--- src/design/b64lw_pkg.sv ---
// Shared types, constants and the alphabet function of the base64 line encoder.
// No dependencies.
`default_nettype none

package b64lw_pkg;

	localparam int LINE_CHARS_DEF  = 64;
	localparam int QUEUE_DEPTH_DEF = 2;
	localparam int COL_W           = 7;
	localparam int NUM_STEPS       = 6;
	localparam int STEP_W          = 3;

	localparam logic [7:0] LF_CHAR  = 8'd10;
	localparam logic [7:0] PAD_CHAR = 8'd61;

	// Character slots of one job, in emission order.
	localparam logic [STEP_W-1:0] STEP_LF_PRE  = 3'd0;
	localparam logic [STEP_W-1:0] STEP_C0      = 3'd1;
	localparam logic [STEP_W-1:0] STEP_C1      = 3'd2;
	localparam logic [STEP_W-1:0] STEP_C2      = 3'd3;
	localparam logic [STEP_W-1:0] STEP_C3      = 3'd4;
	localparam logic [STEP_W-1:0] STEP_LF_POST = 3'd5;

	typedef struct packed {
		logic [7:0] data_byte;
		logic       has_data;
		logic       end_of_stream;
	} byte_item_t;

	typedef struct packed {
		logic [7:0] out_char;
		logic       last_of_run;
	} char_item_t;

	// One unit of work for the back end: optional wrap, optional group, optional close.
	typedef struct packed {
		logic       lf_pre;
		logic       grp;
		logic [1:0] nbytes;
		logic [7:0] b0;
		logic [7:0] b1;
		logic [7:0] b2;
		logic       lf_post;
	} job_t;

	function automatic logic [7:0] b64_char(input logic [5:0] v);
		logic [7:0] c;
		if (v < 6'd26) begin
			c = 8'd65 + {2'b00, v};
		end else if (v < 6'd52) begin
			c = 8'd71 + {2'b00, v};
		end else if (v < 6'd62) begin
			c = {2'b00, v} - 8'd4;
		end else if (v == 6'd62) begin
			c = 8'd43;
		end else begin
			c = 8'd47;
		end
		return c;
	endfunction

endpackage

`default_nettype wire

--- src/design/b64lw_front.sv ---
// Front end: takes input bytes, gathers groups of three, tracks the line column
// and hands complete jobs to the queue. Uses b64lw_pkg.
`default_nettype none

module b64lw_front #(
	parameter int LINE_CHARS = b64lw_pkg::LINE_CHARS_DEF
) (
	input  wire logic                  clk,
	input  wire logic                  arst_n,
	input  wire logic                  accept,
	input  wire b64lw_pkg::byte_item_t item,
	output      logic                  push,
	output      b64lw_pkg::job_t       job
);

	localparam int CW = b64lw_pkg::COL_W;

	logic [15:0]   held_q, held_d;
	logic [1:0]    cnt_q, cnt_d;
	logic [CW-1:0] col_q, col_d, col_base;
	logic          lf_pre;

	always_comb begin
		job      = '0;
		held_d   = held_q;
		cnt_d    = cnt_q;
		col_d    = col_q;
		lf_pre   = (col_q >= CW'(LINE_CHARS));
		col_base = lf_pre ? '0 : col_q;
		push     = (item.has_data && cnt_q == 2'd2) || item.end_of_stream;

		if (item.has_data && cnt_q == 2'd2) begin
			job.lf_pre  = lf_pre;
			job.grp     = 1'b1;
			job.nbytes  = 2'd3;
			job.b0      = held_q[15:8];
			job.b1      = held_q[7:0];
			job.b2      = item.data_byte;
			job.lf_post = item.end_of_stream;
			held_d      = '0;
			cnt_d       = '0;
			col_d       = item.end_of_stream ? '0 : col_base + CW'(4);
		end else if (item.end_of_stream) begin
			job.lf_post = 1'b1;
			held_d      = '0;
			cnt_d       = '0;
			col_d       = '0;
			if (item.has_data) begin
				job.lf_pre = lf_pre;
				job.grp    = 1'b1;
				if (cnt_q == 2'd0) begin
					job.nbytes = 2'd1;
					job.b0     = item.data_byte;
				end else begin
					job.nbytes = 2'd2;
					job.b0     = held_q[7:0];
					job.b1     = item.data_byte;
				end
			end else if (cnt_q != 2'd0) begin
				job.lf_pre = lf_pre;
				job.grp    = 1'b1;
				if (cnt_q == 2'd1) begin
					job.nbytes = 2'd1;
					job.b0     = held_q[7:0];
				end else begin
					job.nbytes = 2'd2;
					job.b0     = held_q[15:8];
					job.b1     = held_q[7:0];
				end
			end
		end else if (item.has_data) begin
			held_d = {held_q[7:0], item.data_byte};
			cnt_d  = cnt_q + 2'd1;
		end
	end

	always_ff @(posedge clk or negedge arst_n) begin
		if (!arst_n) begin
			held_q <= '0;
			cnt_q  <= '0;
			col_q  <= '0;
		end else if (accept) begin
			held_q <= held_d;
			cnt_q  <= cnt_d;
			col_q  <= col_d;
		end
	end

endmodule

`default_nettype wire

--- src/design/b64lw_fifo.sv ---
// Short register queue of jobs between front and back end.
// Uses b64lw_pkg for the job type.
`default_nettype none

module b64lw_fifo #(
	parameter int DEPTH = b64lw_pkg::QUEUE_DEPTH_DEF
) (
	input  wire logic            clk,
	input  wire logic            arst_n,
	input  wire logic            push,
	input  wire b64lw_pkg::job_t wr_job,
	output      logic            full,
	input  wire logic            pop,
	output      logic            empty,
	output      b64lw_pkg::job_t head
);

	localparam int PW = (DEPTH > 1) ? $clog2(DEPTH) : 1;
	localparam int NW = $clog2(DEPTH + 1);

	b64lw_pkg::job_t slot_q [DEPTH];
	logic [PW-1:0]   wr_ptr_q, rd_ptr_q;
	logic [NW-1:0]   count_q;

	assign full  = (count_q == NW'(DEPTH));
	assign empty = (count_q == '0);
	assign head  = slot_q[rd_ptr_q];

	always_ff @(posedge clk or negedge arst_n) begin
		if (!arst_n) begin
			wr_ptr_q <= '0;
			rd_ptr_q <= '0;
			count_q  <= '0;
		end else begin
			if (push) begin
				wr_ptr_q <= (wr_ptr_q == PW'(DEPTH - 1)) ? '0 : wr_ptr_q + PW'(1);
			end
			if (pop) begin
				rd_ptr_q <= (rd_ptr_q == PW'(DEPTH - 1)) ? '0 : rd_ptr_q + PW'(1);
			end
			if (push && !pop) begin
				count_q <= count_q + NW'(1);
			end else if (pop && !push) begin
				count_q <= count_q - NW'(1);
			end
		end
	end

	always_ff @(posedge clk) begin
		if (push) begin
			slot_q[wr_ptr_q] <= wr_job;
		end
	end

endmodule

`default_nettype wire

--- src/design/b64lw_back.sv ---
// Back end: walks the character slots of the job at the queue head and
// drives the output register, one character per cycle while a job is queued and char_ready is high. Uses b64lw_pkg.
`default_nettype none

module b64lw_back (
	input  wire logic                  clk,
	input  wire logic                  arst_n,
	input  wire logic                  empty,
	input  wire b64lw_pkg::job_t       head,
	output      logic                  pop,
	output      logic                  char_valid,
	input  wire logic                  char_ready,
	output      b64lw_pkg::char_item_t char_item
);

	localparam int NS = b64lw_pkg::NUM_STEPS;
	localparam int SW = b64lw_pkg::STEP_W;

	logic [SW-1:0]         step_q, cur;
	logic [NS-1:0]         en, pending;
	logic                  found, last, load;
	logic [7:0]            ch;
	logic                  valid_q;
	b64lw_pkg::char_item_t item_q;

	assign en = {head.lf_post, {4{head.grp}}, head.lf_pre};

	// Lowest enabled slot at or after step_q; last when nothing remains above it.
	always_comb begin
		cur   = '0;
		found = 1'b0;
		last  = 1'b1;
		for (int i = 0; i < NS; i++) begin
			pending[i] = en[i] && (SW'(i) >= step_q);
		end
		for (int i = 0; i < NS; i++) begin
			if (pending[i] && !found) begin
				cur   = SW'(i);
				found = 1'b1;
			end else if (pending[i]) begin
				last = 1'b0;
			end
		end
	end

	always_comb begin
		case (cur)
			b64lw_pkg::STEP_LF_PRE:  ch = b64lw_pkg::LF_CHAR;
			b64lw_pkg::STEP_C0:      ch = b64lw_pkg::b64_char(head.b0[7:2]);
			b64lw_pkg::STEP_C1:      ch = b64lw_pkg::b64_char({head.b0[1:0], head.b1[7:4]});
			b64lw_pkg::STEP_C2:      ch = (head.nbytes >= 2'd2) ?
			                              b64lw_pkg::b64_char({head.b1[3:0], head.b2[7:6]}) :
			                              b64lw_pkg::PAD_CHAR;
			b64lw_pkg::STEP_C3:      ch = (head.nbytes == 2'd3) ?
			                              b64lw_pkg::b64_char(head.b2[5:0]) :
			                              b64lw_pkg::PAD_CHAR;
			b64lw_pkg::STEP_LF_POST: ch = b64lw_pkg::LF_CHAR;
			default:                 ch = b64lw_pkg::LF_CHAR;
		endcase
	end

	assign load = !empty && (!valid_q || char_ready);
	assign pop  = load && last;

	always_ff @(posedge clk or negedge arst_n) begin
		if (!arst_n) begin
			valid_q <= 1'b0;
			step_q  <= '0;
		end else begin
			if (load) begin
				valid_q <= 1'b1;
				step_q  <= last ? '0 : cur + SW'(1);
			end else if (char_ready) begin
				valid_q <= 1'b0;
			end
		end
	end

	always_ff @(posedge clk) begin
		if (load) begin
			item_q.out_char    <= ch;
			item_q.last_of_run <= last;
		end
	end

	assign char_valid = valid_q;
	assign char_item  = item_q;

endmodule

`default_nettype wire

--- src/design/base64_line_encoder.sv ---
// Base64 line encoder: byte stream in, wrapped base64 character stream out.
// Top level; instantiates b64lw_front, b64lw_fifo and b64lw_back, uses b64lw_pkg.
//
// Usage:
//   byte channel (byte_valid/byte_ready/byte_item): one byte per request, with
//   has_data and end_of_stream flags. A bare end marker closes the line.
//   char channel (char_valid/char_ready/char_item): one character per request;
//   last_of_run marks the final character caused by an input request.
// Path: a taken request is first written into the job queue; its first character
//   is then loaded into the output register when nothing is queued ahead of it.
// Throughput: one character per cycle on the output while char_ready is high; an
//   input request is taken every cycle while the job queue has room, so a steady
//   stream of bytes is limited by the output port (four characters per three
//   bytes plus a line feed at each wrap).
// Requests that cause no characters are still taken only while the queue has room.
// Reset: clears the held bytes, line column, queue and output register; no
//   output is valid until new input arrives.
// Stall: a held char_ready low freezes the output register; the queue then
//   fills (QUEUE_DEPTH jobs) and byte_ready drops until the receiver resumes.
`default_nettype none

module base64_line_encoder #(
	parameter int LINE_CHARS  = b64lw_pkg::LINE_CHARS_DEF,
	parameter int QUEUE_DEPTH = b64lw_pkg::QUEUE_DEPTH_DEF
) (
	input  wire logic                  clk,
	input  wire logic                  arst_n,
	input  wire logic                  byte_valid,
	output      logic                  byte_ready,
	input  wire b64lw_pkg::byte_item_t byte_item,
	output      logic                  char_valid,
	input  wire logic                  char_ready,
	output      b64lw_pkg::char_item_t char_item
);

	logic            accept, push, full, pop, empty;
	b64lw_pkg::job_t job, head;

	assign byte_ready = !full;
	assign accept     = byte_valid && byte_ready;

	b64lw_front #(
		.LINE_CHARS(LINE_CHARS)
	) u_front (
		.clk    (clk),
		.arst_n (arst_n),
		.accept (accept),
		.item   (byte_item),
		.push   (push),
		.job    (job)
	);

	b64lw_fifo #(
		.DEPTH(QUEUE_DEPTH)
	) u_fifo (
		.clk    (clk),
		.arst_n (arst_n),
		.push   (accept && push),
		.wr_job (job),
		.full   (full),
		.pop    (pop),
		.empty  (empty),
		.head   (head)
	);

	b64lw_back u_back (
		.clk        (clk),
		.arst_n     (arst_n),
		.empty      (empty),
		.head       (head),
		.pop        (pop),
		.char_valid (char_valid),
		.char_ready (char_ready),
		.char_item  (char_item)
	);

endmodule

`default_nettype wire

--- config.mk ---
export PLATFORM = sky130hd
export DESIGN_NAME = base64_line_encoder
export DESIGN_NICKNAME = d
export VERILOG_FILES = /design/src/design/b64lw_pkg.sv /design/src/design/b64lw_front.sv /design/src/design/b64lw_fifo.sv /design/src/design/b64lw_back.sv /design/src/design/base64_line_encoder.sv
export SDC_FILE = /design/constraint.sdc
export NUM_CORES = 1
export LEC_CHECK = 0
export ABC_AREA = 1
export BUFFER_PORTS_ARGS = -buffer_cell sky130_fd_sc_hd__buf_2
export CAP_MARGIN = 20
export CORE_MARGIN = 2
export CORE_UTILIZATION = 58
export CTS_CLUSTER_DIAMETER = 50
export DETAILED_ROUTE_END_ITERATION = 8
export GPL_ROUTABILITY_DRIVEN = 0
export GPL_TIMING_DRIVEN = 1
export HOLD_SLACK_MARGIN = 0.1
export PLACE_DENSITY = 0.76
export SETUP_SLACK_MARGIN = 0.02
export SLEW_MARGIN = 20
export SYNTH_ARGS = -nofsm -noshare
export SYNTH_HDL_FRONTEND = slang
export SYNTH_SLANG_ARGS = --single-unit
--- constraint.sdc ---
create_clock -name clk -period 3.4 [get_ports clk]
set_input_delay 0 -clock clk [delete_from_list [all_inputs] [get_ports clk]]
set_output_delay 0 -clock clk [all_outputs]
set_load 0.01 [all_outputs]
* Yosys cells after proc, flatten, opt, wreduce, memory -nomap -nowiden *
Memories as Yosys holds them, arrays and structs flattened.
Cells that the tools add are included.

word-level totals
  register bits after elaboration = 42
  bits in latches = 0
  memory bits (writable) = 58
  ROM bits = 0
  input port bits = 14
  output and inout bits = 11
  logic and storage cells = 170
  memories = 1

operators by class
  add/subtract/negate cells = 19
  multipliers = 0
  div/mod/pow operators = 0
  order comparisons = 20
  eq/ne operators = 12
  shifts and indexed selects = 0
  mux-type cells = 69
  bitwise gates (word level) = 0
  reductions and logical operators = 39

memory list
  memory         words  width  rd ports  clocked after memory_dff  write ports  line              source
  u_fifo.slot_q  2      29     1         0                         1            b64lw_fifo.sv:21  b64lw_pkg::job_t slot_q [DEPTH];

operators with widths
  operator                                                              count
  8-bit two-way mux                                                     17
  20-bit two-way mux                                                    4
  7-bit by 6-bit adder with 8-bit output, first input constant          8
  6-bit < comparator, second input constant                             8
  16-bit two-way mux                                                    3
  8-bit case mux with 4 select lines                                    1
  7-bit two-way mux                                                     4
  6-bit by 3-bit subtractor with 7-bit output, second input constant    4
  6-bit == test, second input constant                                  4
  6-bit by 5-bit < comparator with 1-bit output, second input constant  4
  1-bit two-way mux                                                     24
  3-bit two-way mux                                                     7
  10-bit two-way mux                                                    2
  1-bit logical AND                                                     18
  2-bit two-way mux                                                     7
  1-bit zero test                                                       10
  2-bit nonzero test                                                    4
  7-bit by 3-bit adder with 7-bit output, second input constant         1
  7-bit >= comparator, second input constant                            1
  2-bit == test, second input constant                                  3
  3-bit by 2-bit == test with 1-bit output, second input constant       2
  1-bit by 3-bit >= comparator with 1-bit output, first input constant  2
  2-bit by 3-bit >= comparator with 1-bit output, first input constant  2
  3-bit >= comparator, first input constant                             2
  12 further kinds                                                      17

* Depth between registers and ports, before layout *
Gate-level depths: netlist of run 1.

  depth after elaboration = 22
  mapped depth = 18
  gate-level depth less buffers = 17

* By module *
Synthesis of run 1 repeated with hierarchy kept, for this count alone.

second synthesis, totals
  cells, all modules = 827
  area, all modules = 6646.4 um2

modules (own cells, without submodules)
  module               times used  cells an instance  area each (um2)  sequential area each (um2)
  b64lw_back           1           431                2457.4           370.4
  b64lw_fifo           1           115                2417.3           1841.8
  b64lw_front          1           276                1747.9           575.6
  base64_line_encoder  1           5                  23.8             0.0

* Worst setup path after synthesis of run 1 *
OpenSTA, ideal clock, no wires.

  kind = register to register
  start point = reg u_front.cnt_q[0]
  end point = mem u_fifo.slot_q[1][0] in the netlist's numbering, enable pin
  arrival time = 2534 ps
  required time = 2984 ps
  slack = 449 ps
  cell stages (with the launch flop) = 9
  path buffers = 0
  clock period less this slack = 2951 ps
  path through = dfrtp_1 -> inv_1 -> ha_1 -> nand2_1 -> inv_1 -> nor2_1 -> nor2_2 -> inv_1 -> nor2_1

between the ends
  longest elaborated chain between the ends = 6

ends and longest elaborated chain
  item                                     line                       source
  from (decl)                              b64lw_front.sv:19          logic [1:0] cnt_q, cnt_d;
  from (signal assigned)                   b64lw_front.sv:84          cnt_q <= cnt_d;
  2-bit == test                            b64lw_front.sv:30          push = (item.has_data && cnt_q == 2'd2) || item.end_of_stream;
  1-bit logical AND                        b64lw_front.sv:30
  1-bit logical OR                         b64lw_front.sv:30
  1-bit logical AND                        base64_line_encoder.sv:58  .push (accept && push),
  via u_fifo.push                          b64lw_fifo.sv:10           input wire logic push,
  1-bit two-way mux                        b64lw_fifo.sv:50           if (push) begin
  1-bit two-way mux (not written as such)  b64lw_fifo.sv:51           slot_q[wr_ptr_q] <= wr_job;
  to (decl)                                b64lw_fifo.sv:21

The timed path passes the listed nets, and every way through them passes these cells.

==> results_dict.tcl, run 1 <==
set metrics [dict create \
    row_count 38 \
    setup_viol 0 \
    yosys_warnings 0 \
    r2r_start "u_front.cnt_q[0]$_DFFE_PN0P_" \
    synth_top_area_cell "edfxtp_1" \
    cp-start-kind "flip-flop" \
    routed_wl_um 13700 \
    ys.flop_type "edfxtp_1" \
    cts_buffers 9 \
    cap_violations 0 \
    required_ns 3.52 \
    crit_type "flip-flop to flip-flop" \
    placed_area_mm2 0.00662 \
    port_buffers 24 \
    end_kind "flip-flop" \
    grt_util_all_layers 0.248 \
    tightest_slew_ns 0.908 \
    ctsRootBufferMaster "clkbuf_8" \
    critPathMaxFanout 19 \
    drt_iter0_markers 562 \
    die_h_um 109 \
    critical_path.startpoint "u_front.cnt_q[0]$_DFFE_PN0P_" \
    start_util 0.589 \
    nets 872 \
    ys_seq_area_frac 0.438 \
    synthTopCellsByArea "edfxtp_1, nand2_1, dfrtp_1" \
    hpwl_um 10400 \
    setup_tns_ns 0 \
    p_per_area_mw_per_mm2 887 \
    netlist_instances 787 \
    viasPerCell 5.54 \
    hp-class "primary input to flip-flop" \
    syn_to_final_growth_pct 9.05 \
    clock_sinks 98 \
    outcome "finished clean" \
    drtAntennaViolNets 0 \
    pre_cts_ws_ns 0.671 \
    synth-edff-count 67 \
    cts.clk_slew.worst_paths_ns 0.09 \
    cts_tree "built" \
    grt_pass1_vias 5032 \
    antenna_found_initial 0 \
    p_total_uw 6150 \
    slew_headroom 0.395 \
    core-area_mm2 0.0108 \
    cts_setup_buffers 0 \
    fin_area_mm2 0.00694 \
    clk_latency_ns 0.37 \
    grt_pass1_wl_um 22900 \
    vias 5379 \
    cp_slowest_cell "o32ai_1" \
    ys_ff_latch 98 \
    hp-start "byte_valid" \
    grt_max_degree 32 \
    synth_top_area_frac 0.316 \
    maxSlewViolCount 0 \
    n_fill_cell 900 \
    period_minus_slack_ns 2.78 \
    drive_gt1_frac 0.140 \
    synth.most_common_cell "nand2_1" \
    clk_path_buf_depth 2 \
    yosysUniqueCellTypes 40 \
    wl_per_cell_um 14.2 \
    ioPinCount 25 \
    die_w_um 109 \
    dieArea_mm2 0.0118 \
    grt-ovfl-total 0 \
    timing_hold_violations_final 0 \
    static-leakage-power_uw 0.00321 \
    h-tree-depth 3 \
    slowest_delay_ns 0.47 \
    syn_area_mm2 0.00636 \
    diodes 0 \
    vdd_ir_drop_max_uv 441 \
    syn_avg_cell_area_um2 8.08 \
    setup_ws_ns 0.619 \
    syn_nets 833 \
    post_cts_resized 0 \
    post-route-util 0.643 \
    arrival_ns 2.90 \
    fmax_ghz 0.360 \
    crit_chain "inv_1, ha_1, nand2_1, inv_1, nor2_1, nand2_1, o32ai_1" \
    skew_ns 0.00791 \
    drc 0 \
    async_reset_ff_frac 0.316 \
    drt_pass1_iterations 5 \
    synth_commonest_cells "nand2_1, inv_1, nor2_1, edfxtp_1, nand3_1" \
    rsz0062_at_grt "no" \
    period_share 0.818 \
]
==> cells in the final DEF (no fill, tap or decap), drive strengths merged, types with 29 or more instances in the layout <==
cell type,instances
o22ai,30
nor2,77
edfxtp,67
inv,127
dfrtp,31
nand2,243
ha,32
nand3,57
buf,29
o21ai,49
==> final timing paths <==
check                                                  to  slack [ns]  cells after the start
min reg2reg                 u_fifo.count_q[0]$_DFFE_PN0P_        0.51                      1
min                          u_front.col_q[3]$_DFFE_PN0P_        0.11                      5
max in group asynchronous  u_front.held_q[11]$_DFFE_PN0P_        2.70                      2
min in group asynchronous   u_fifo.count_q[0]$_DFFE_PN0P_        0.24                      2
max reg2reg                u_fifo.slot_q[1][16]$_DFFE_PP_        0.62                      7
max                        u_fifo.slot_q[1][16]$_DFFE_PP_        0.62                      7
==> power by group <==
group | switching [uW] | internal (uW)
clock network | 395 | 378
logic | 2420 | 1170
registers | 121 | 1670
total | 2930 | 3220
==> per-stage QoR <==
stage,cells,hold slack [ns]
2_1_floorplan,787,-0.296
3_3_place_gp,944,0.0690
3_5_place_dp,944,0.0839
4_1_cts,971,0.101
5_1_grt,971,0.131
6_report,971,0.111
==> critical path, delay by kind of cell (launching register included) <==
| family | cells | cell delay (ns) |
|---|---|---|
| fa+ha+maj | 1 | 0.19 |
| flops | 1 | 0.36 |
| simple gates | 3 | 1.23 |
| buf+inv | 2 | 0.27 |
| compound gates | 1 | 0.47 |
==> layout make-up <==
type / count / area (um2) / share of cell area
sequential: 98 / 2790 / 0.402
clock inverter: 2 / 13.8 / 0.00198
timing repair buffer: 40 / 280 / 0.0404
clock buffer: 14 / 195 / 0.0281
multi-input combinational: 551 / 3010 / 0.434
tap: 140 / 175 / 0.0252
inverter: 126 / 473 / 0.0682
==> routing by layer <==
| metal | wire (um) | share of wire | vias to the layer above | GRT usage |
|---|---|---|---|---|
| met2 | 6590 | 0.48 | 210 | 0.412 |
| met1 | 5970 | 0.43 | 2482 | 0.330 |
| met3 | 877 | 0.064 | 28 | 0.0323 |
| met4 | 312 | 0.023 | 0 | 0.0980 |
| met5 | 0 | 0 | - | 0 |
| li1 | - | - | 2659 | - |
==> registers in the layout (all words and copies together), names as in the netlist <==
signal / flops
u_fifo.rd_ptr_q: 1
u_back.char_item: 9
u_fifo.slot_q: 58
u_fifo.wr_ptr_q: 1
u_fifo.count_q: 2
u_front.cnt_q: 2
u_back.char_valid: 1
u_front.held_q: 16
u_back.step_q: 3
u_front.col_q: 5
==> repair_timing <==
action,4_1_cts,5_1_grt
endpoints found under the hold margin,65,0
hold buffers,11,0
endpoints found under the setup margin,0,0
==> cell families after synthesis <==
family	after synthesis	synth area share
and+or+nand+nor	398	0.280
buffers and inverters	138	0.0891
AOI/OAI and AO/OA	109	0.113
DFF	98	0.438
adders and majority gates	32	0.0629
xor gates and xnor gates	12	0.0165
Power figures use the tool's default switching activity.
==> inputs of run 2 (changes only) <==
--- a/config.mk
+++ b/config.mk
@@ -5,7 +5,7 @@
 export SDC_FILE = /design/constraint.sdc
 export NUM_CORES = 1
 export LEC_CHECK = 0
-export ABC_AREA = 1
+export ABC_AREA = 0
 export BUFFER_PORTS_ARGS = -buffer_cell sky130_fd_sc_hd__buf_2
 export CAP_MARGIN = 20
 export CORE_MARGIN = 2
@@ -15,7 +15,7 @@
 export GPL_ROUTABILITY_DRIVEN = 0
 export GPL_TIMING_DRIVEN = 1
 export HOLD_SLACK_MARGIN = 0.1
-export PLACE_DENSITY = 0.76
+export PLACE_DENSITY = 0.75
 export SETUP_SLACK_MARGIN = 0.02
 export SLEW_MARGIN = 20
 export SYNTH_ARGS = -nofsm -noshare
==> constraint.sdc (replaced) <==
create_clock -name clk -period 2.8 [get_ports clk]
set_input_delay 0 -clock clk [delete_from_list [all_inputs] [get_ports clk]]
set_output_delay 0 -clock clk [all_outputs]
set_load 0.01 [all_outputs]
==> run 2 against run 1 <==
  * Worst setup slack got worse by 0.57 ns
  * Design area increased by 11%
  * Routed wire length increased by 16%
  * Via count increased by 2.2%
  * Utilization increased by 6.7 points
  * Combinational power increased by 29%
  * Clock-buffer cell count decreased by 2
  * Non-clock buffer count increased by 67
  * Maximum frequency increased by 0.98%
  * First-iteration DRC count decreased by 20%
  * Synthesized cell count decreased by 19%
  * Final cell count decreased by 9.7%
  * Critical path type unchanged
  * Largest cell class unchanged
  * Largest power group unchanged
  * Highest routed layer unchanged
==> results_dict.tcl, run 2 <==
set metrics [dict create \
    outcome "finished clean" \
    syn_to_final_growth_pct 19.8 \
    rsz0062_at_grt "yes" \
    reg2regPathDepth 9 \
    port_buffers 24 \
    met3WireLength_um 834 \
    static-leakage-power_uw 0.00311 \
    cp-start-kind "flip-flop" \
    crit_type "flip-flop to flip-flop" \
    setup_ws_ns 0.0463 \
    grt_pass1_vias 5168 \
    critPathMaxFanout 8 \
    drt_iter0_markers 450 \
    p_int_uw 4530 \
    die_h_um 109 \
    drive_gt1_frac 0.227 \
    synth-edff-count 67 \
    largest_register_ffs 58 \
    period_share 0.983 \
    placed_area_mm2 0.00713 \
    fin_area_mm2 0.00770 \
    dieArea_mm2 0.0119 \
    maxSlewViolCount 0 \
    hpwl_um 12000 \
    arrival_ns 2.87 \
    fmax_ghz 0.363 \
    cap_violations 0 \
    met2_length_um 7620 \
    power_frac_seq 0.302 \
    syn_area_mm2 0.00643 \
    p_switching_uw 3280 \
    ys_ff_latch 98 \
    start_util 0.593 \
    clk_latency_ns 0.36 \
    vdd_ir_drop_max_uv 509 \
    clk_path_buf_depth 2 \
    yosys_warnings 0 \
    drtAntennaViolNets 0 \
    endpoint "u_back.char_item[4]$_DFFE_PP_" \
    syn_nets 687 \
    h-tree-depth 3 \
    period_minus_slack_ns 2.75 \
    grt-ovfl-total 0 \
    mostFrequentLayoutCell "edfxtp_1" \
    clock_sinks 98 \
    required_ns 2.91 \
    timing.rr.end "u_back.char_item[4]$_DFFE_PP_" \
    ys.flop_type "edfxtp_1" \
    synthTopCellsByArea "edfxtp_1, dfrtp_1, ha_1" \
    grt_max_degree 32 \
    seq_area_mm2 0.00279 \
    netlist_instances 641 \
    synth.most_common_cell "edfxtp_1" \
    core-area_mm2 0.0108 \
    async_reset_ff_frac 0.316 \
    slowest_delay_ns 0.51 \
    ys_seq_area_frac 0.434 \
    n_fill_cell 794 \
    hp-class "primary input to async pin" \
    met1_length_um 7100 \
    cts_buffers 9 \
    rrSetupSlack_ns 0.05 \
    syn_avg_cell_area_um2 10.0 \
    critical_path.startpoint "u_fifo.rd_ptr_q$_DFFE_PN0P_" \
    viasPerCell 6.27 \
    highest_layer "met4" \
    crit_chain "buf_6, mux2i_4, ha_2, nand4b_1, and2_4, o32ai_4, o221ai_2, a32o_1, a2111o_1" \
    antenna_found_initial 0 \
    synth_commonest_cells "edfxtp_1, nand2_1, o21ai_0, nor2_1, ha_1" \
    yosysUniqueCellTypes 79 \
    timing_hold_violations_final 0 \
    ioPinCount 25 \
    wl_per_cell_um 18.2 \
    setup_viol 0 \
    top_register "u_fifo.slot_q" \
    ctsRootBufferMaster "clkbuf_8" \
    synth_top_area_cell "edfxtp_1" \
    multi_input_area_mm2 0.00364 \
    diodes 0 \
    synth_top_area_frac 0.313 \
    r2r_start "u_fifo.rd_ptr_q$_DFFE_PN0P_" \
    hold_ws_ns 0.227 \
    drt_pass1_iterations 7 \
    setup_tns_ns 0 \
    cp_slowest_cell "dfrtp_2" \
    combPwrFrac 0.593 \
    vias 5496 \
    die_w_um 109 \
    cts_tree "built" \
    clockPowerShare 0.105 \
    grt_pass1_wl_um 25000 \
    cts.clk_slew.worst_paths_ns 0.09 \
    pre_cts_ws_ns -0.0622 \
    grt_util_all_layers 0.273 \
    row_count 38 \
    nets 778 \
    end_kind "flip-flop" \
    drc 0 \
    slew_headroom 0.351 \
    swShare 0.420 \
    skew_ns 0.0138 \
    routed_wl_um 16000 \
    p_per_area_mw_per_mm2 1020 \
    tightest_slew_ns 0.966 \
    most-common-layout-cells "edfxtp_1, buf_4, nand2_1, o21ai_0, nor2_1" \
    post-route-util 0.710 \
]
## run 2: cell count changes in the layout (fill, tap and decap cells not counted), sizes merged, moves of 17 or more
| cell | delta |
|---|---|
| mux2i | +28 |
| inv | -99 |
| nand2 | -189 |
| a22o | +25 |
| o22ai | -27 |
| nor2 | -39 |
| nand3 | -34 |
| buf | +65 |
| a21oi | +17 |
## run 2: repair_timing
item / CTS / global route
gates resized for setup: 9 / 36
pin swaps: 3 / 7
hold buffers: 13 / 0
setup endpoints to repair: 3 / 7
endpoints found under the hold margin: 75 / 0
buffers inserted: 2 / 5
## run 2: power groups by stage
stage	Combinational (uW)	Sequential, uW	Clock, uW
final	4630	2360	820
after global routing	5050	2400	890
after CTS	4280	2340	840
after detailed placement	4170	2380	0
after global placement	4020	2360	0
after floorplan	2870	2320	0
## run 2: cell families (layout without fill, tap and decap cells)
kind of cell	count (synthesis)	count (layout)	synth area share
buffers and inverters	55	151	0.0374
xor gates and xnor gates	18	18	0.0245
and+or+nand+nor	214	214	0.176
DFF	98	98	0.434
muxes	36	36	0.0582
adders and majority gates	32	32	0.0623
AOI/OAI and AO/OA	188	188	0.208
## run 2: worst max-delay path, delay by kind of cell (launching register included)
kind	cells	cell delay (ns)
multiplexers	1	0.18
AO/OA/AOI/OAI	4	0.93
adder cells (fa/ha/maj)	1	0.21
buffers and inverters	1	0.17
AND/OR/NAND/NOR	2	0.51
flip-flops	1	0.51
## run 2: worst min-delay path by stage
stage	from	endpoint	slack (ns)	cells past startpoint
global placement	arst_n	u_back.step_q[2]$_DFFE_PN0P_	0.07	1
CTS	arst_n	u_fifo.count_q[0]$_DFFE_PN0P_	0.22	2
detailed placement	arst_n	u_back.step_q[1]$_DFFE_PN0P_	0.07	1
finish	arst_n	u_fifo.count_q[0]$_DFFE_PN0P_	0.23	2
global route	arst_n	u_fifo.count_q[0]$_DFFE_PN0P_	0.28	2
floorplan	arst_n	u_back.char_valid$_DFFE_PN0P_	-0.30	0
## run 2: per-stage QoR
step                      std cells  power, uW
after floorplan                 641       5190
after global placement          841       6380
after detailed placement        841       6550
after CTS                       872       7460
after global routing            877       8340
final                           877       7810
## run 2: cell type report
| type | instances | share of cell area |
|---|---|---|
| Clock buffer | 12 | 0.0189 |
| Clock inverter | 4 | 0.00358 |
| Inverter | 28 | 0.0137 |
| Multi-Input combinational cell | 488 | 0.473 |
| Sequential cell | 98 | 0.362 |
| Tap cell | 140 | 0.0228 |
| Timing Repair Buffer | 107 | 0.106 |
## run 2: routing by layer
layer / vias to the layer above / GRT usage
li1: 2624 / -
met1: 2669 / 0.371
met2: 171 / 0.446
met3: 32 / 0.0353
met4: 0 / 0.108
met5: - / 0
==> inputs of run 3 (changes only) <==
--- a/config.mk
+++ b/config.mk
@@ -8,14 +8,16 @@
 export ABC_AREA = 0
 export BUFFER_PORTS_ARGS = -buffer_cell sky130_fd_sc_hd__buf_2
 export CAP_MARGIN = 20
+export CELL_PAD_IN_SITES_DETAIL_PLACEMENT = 1
+export CELL_PAD_IN_SITES_GLOBAL_PLACEMENT = 2
 export CORE_MARGIN = 2
-export CORE_UTILIZATION = 58
+export CORE_UTILIZATION = 41
 export CTS_CLUSTER_DIAMETER = 50
 export DETAILED_ROUTE_END_ITERATION = 8
 export GPL_ROUTABILITY_DRIVEN = 0
 export GPL_TIMING_DRIVEN = 1
 export HOLD_SLACK_MARGIN = 0.1
-export PLACE_DENSITY = 0.75
+export PLACE_DENSITY = 0.8
 export SETUP_SLACK_MARGIN = 0.02
 export SLEW_MARGIN = 20
 export SYNTH_ARGS = -nofsm -noshare
==> run 3 against run 2 <==
  * Non-clock buffer count rose by 21
  * Sequential share of layout area fell by 1.8 points
  * Register-to-register slack barely moved
  * Die area rose by 40%
  * Utilization fell by 18 points
  * Routed wire length rose by 22%
  * Combinational power rose by 7.6%
  * Final cell count rose by 10%
  * Total power rose by 11%
  * Critical path type unchanged
  * Largest cell class unchanged
==> results_dict.tcl, run 3 (synthesized netlist as in run 2, its figures left out) <==
set metrics [dict create \
    critPathTopFamily "simple AND/OR/NAND/NOR gates" \
    grt-ovfl-total 0 \
    vias 5544 \
    vdd_ir_drop_max_uv 397 \
    most-common-layout-cells "buf_4, edfxtp_1, nand2_1, nor2_1, o21ai_0" \
    fin_area_mm2 0.00811 \
    clock_sinks 98 \
    setup_ws_ns 0.0399 \
    r2r_start "u_fifo.rd_ptr_q$_DFFE_PN0P_" \
    grt_pass1_wl_um 31000 \
    holdPathStages 1 \
    rrSetupSlack_ns 0.04 \
    pre_cts_ws_ns -0.141 \
    fmax_ghz 0.362 \
    diodes 0 \
    top_register "u_fifo.slot_q" \
    cts_tree "built" \
    drc 0 \
    end_kind "flip-flop" \
    largest_register_ffs 58 \
    required_ns 2.90 \
    critPathMaxFanout 5 \
    n_fill_cell 1694 \
    grt_pass1_vias 5742 \
    viasPerCell 5.72 \
    dp.cells 930 \
    skew_ns 0.00810 \
    ioPinCount 25 \
    drt_pass1_iterations 4 \
    row_count 45 \
    drt_iter0_markers 283 \
    timing.rr.end "u_back.char_item[5]$_DFFE_PP_" \
    die_w_um 129 \
    cts_buffers 9 \
    setup_tns_ns 0 \
    placed_area_mm2 0.00735 \
    period_share 0.986 \
    crit_chain "buf_8, mux2_4, inv_4, ha_4, and4b_2, o21ai_2, a22oi_1, or3_1, o311ai_2, nand4_1" \
    antenna_found_initial 0 \
    tightest_slew_ns 0.716 \
    grt_util_all_layers 0.241 \
    h-tree-depth 3 \
    critical_path.startpoint "u_fifo.rd_ptr_q$_DFFE_PN0P_" \
    min_to "u_fifo.slot_q[1][0]$_DFFE_PP_" \
    critical_path_buf_inv_count 2 \
    static-leakage-power_uw 0.00328 \
    drive_gt1_frac 0.253 \
    start_util 0.421 \
    syn_to_final_growth_pct 26.1 \
    mostFrequentLayoutCell "buf_4" \
    p_per_area_mw_per_mm2 1070 \
    maxSlewViolCount 0 \
    reg2regPathDepth 10 \
    port_buffers 24 \
    die_h_um 129 \
    crit_type "flip-flop to flip-flop" \
    fin_cells 969 \
    hpwl_um 14800 \
    ctsRootBufferMaster "clkbuf_16" \
    drtAntennaViolNets 0 \
    outcome "finished clean" \
    nets 799 \
    cts.clk_slew.worst_paths_ns 0.07 \
    dieArea_mm2 0.0167 \
    cp_slowest_cell "dfrtp_2" \
    cp-start-kind "flip-flop" \
    rsz0062_at_grt "yes" \
    wl_per_cell_um 20.1 \
    slew_headroom 0.523 \
    arrival_ns 2.86 \
    slowest_delay_ns 0.50 \
    setup_viol 0 \
    period_minus_slack_ns 2.76 \
    clk_latency_ns 0.35 \
    routed_wl_um 19500 \
    hp-start "byte_item[0]" \
    core-area_mm2 0.0153 \
    hp-class "primary input to flip-flop" \
    grt_max_degree 36 \
    clk_path_buf_depth 2 \
    cap_violations 0 \
    timing_hold_violations_final 0 \
]
[run 3: changes by cell type in the layout (fill, tap and decap cells not counted), moves of 3 or more]
cell | before | now
buf_4 | 64 | 86
clkbuf_8 | 10 | 0
clkbuf_16 | 0 | 9
a21oi_2 | 8 | 2
a21oi_1 | 21 | 26
buf_6 | 4 | 0
o21ai_0 | 39 | 35
o21ai_1 | 5 | 8
[run 3: stage by stage]
| stage | total power, uW | utilization | hold slack [ns] |
|---|---|---|---|
| 2_1_floorplan | 5190 | - | -0.296 |
| 3_3_place_gp | 6680 | 0.482 | 0.0942 |
| 3_5_place_dp | 6880 | 0.482 | 0.100 |
| 4_1_cts | 8390 | 0.519 | 0.108 |
| 5_1_grt | 9230 | 0.531 | 0.129 |
| 6_report | 8640 | 0.531 | 0.116 |
[run 3: worst max-delay path by stage]
stage / end / cells past startpoint
global route: u_back.char_item[5]$_DFFE_PP_ / 11
detailed placement: u_back.char_item[4]$_DFFE_PP_ / 9
CTS: u_back.char_item[2]$_DFFE_PP_ / 10
finish: u_back.char_item[5]$_DFFE_PP_ / 10
floorplan: u_back.char_item[4]$_DFFE_PP_ / 14
global placement: u_back.char_item[2]$_DFFE_PP_ / 11
[run 3: final cells by class]
type | count | area [um2] | area share
Tap cell | 211 | 264 | 0.0326
Timing Repair Buffer | 128 | 991 | 0.122
Sequential cell | 98 | 2790 | 0.344
Multi-Input combinational cell | 488 | 3650 | 0.450
Clock inverter | 6 | 73.8 | 0.00911
Inverter | 28 | 108 | 0.0133
Clock buffer | 10 | 229 | 0.0282
[run 3: repair_timing]
item                                    in CTS  in global routing
gates resized for setup                     27                 34
pin swaps                                    2                 18
endpoints found under the setup margin       8                  8
hold buffers                                11                  0
buffers inserted                             4                  7
endpoints found under the hold margin       61                  0
[run 3: routing by layer]
metal,share of wire,global-route usage,up-vias
met3,0.026,0.0339,33
li1,-,-,2673
met5,0,0,-
met2,0.49,0.415,87
met1,0.46,0.313,2751
met4,0.029,0.0825,0
[run 3: power breakdown]
group	switching, uW	internal (uW)
registers	330	2050
logic	2680	2300
clock network	575	706
total	3580	5060
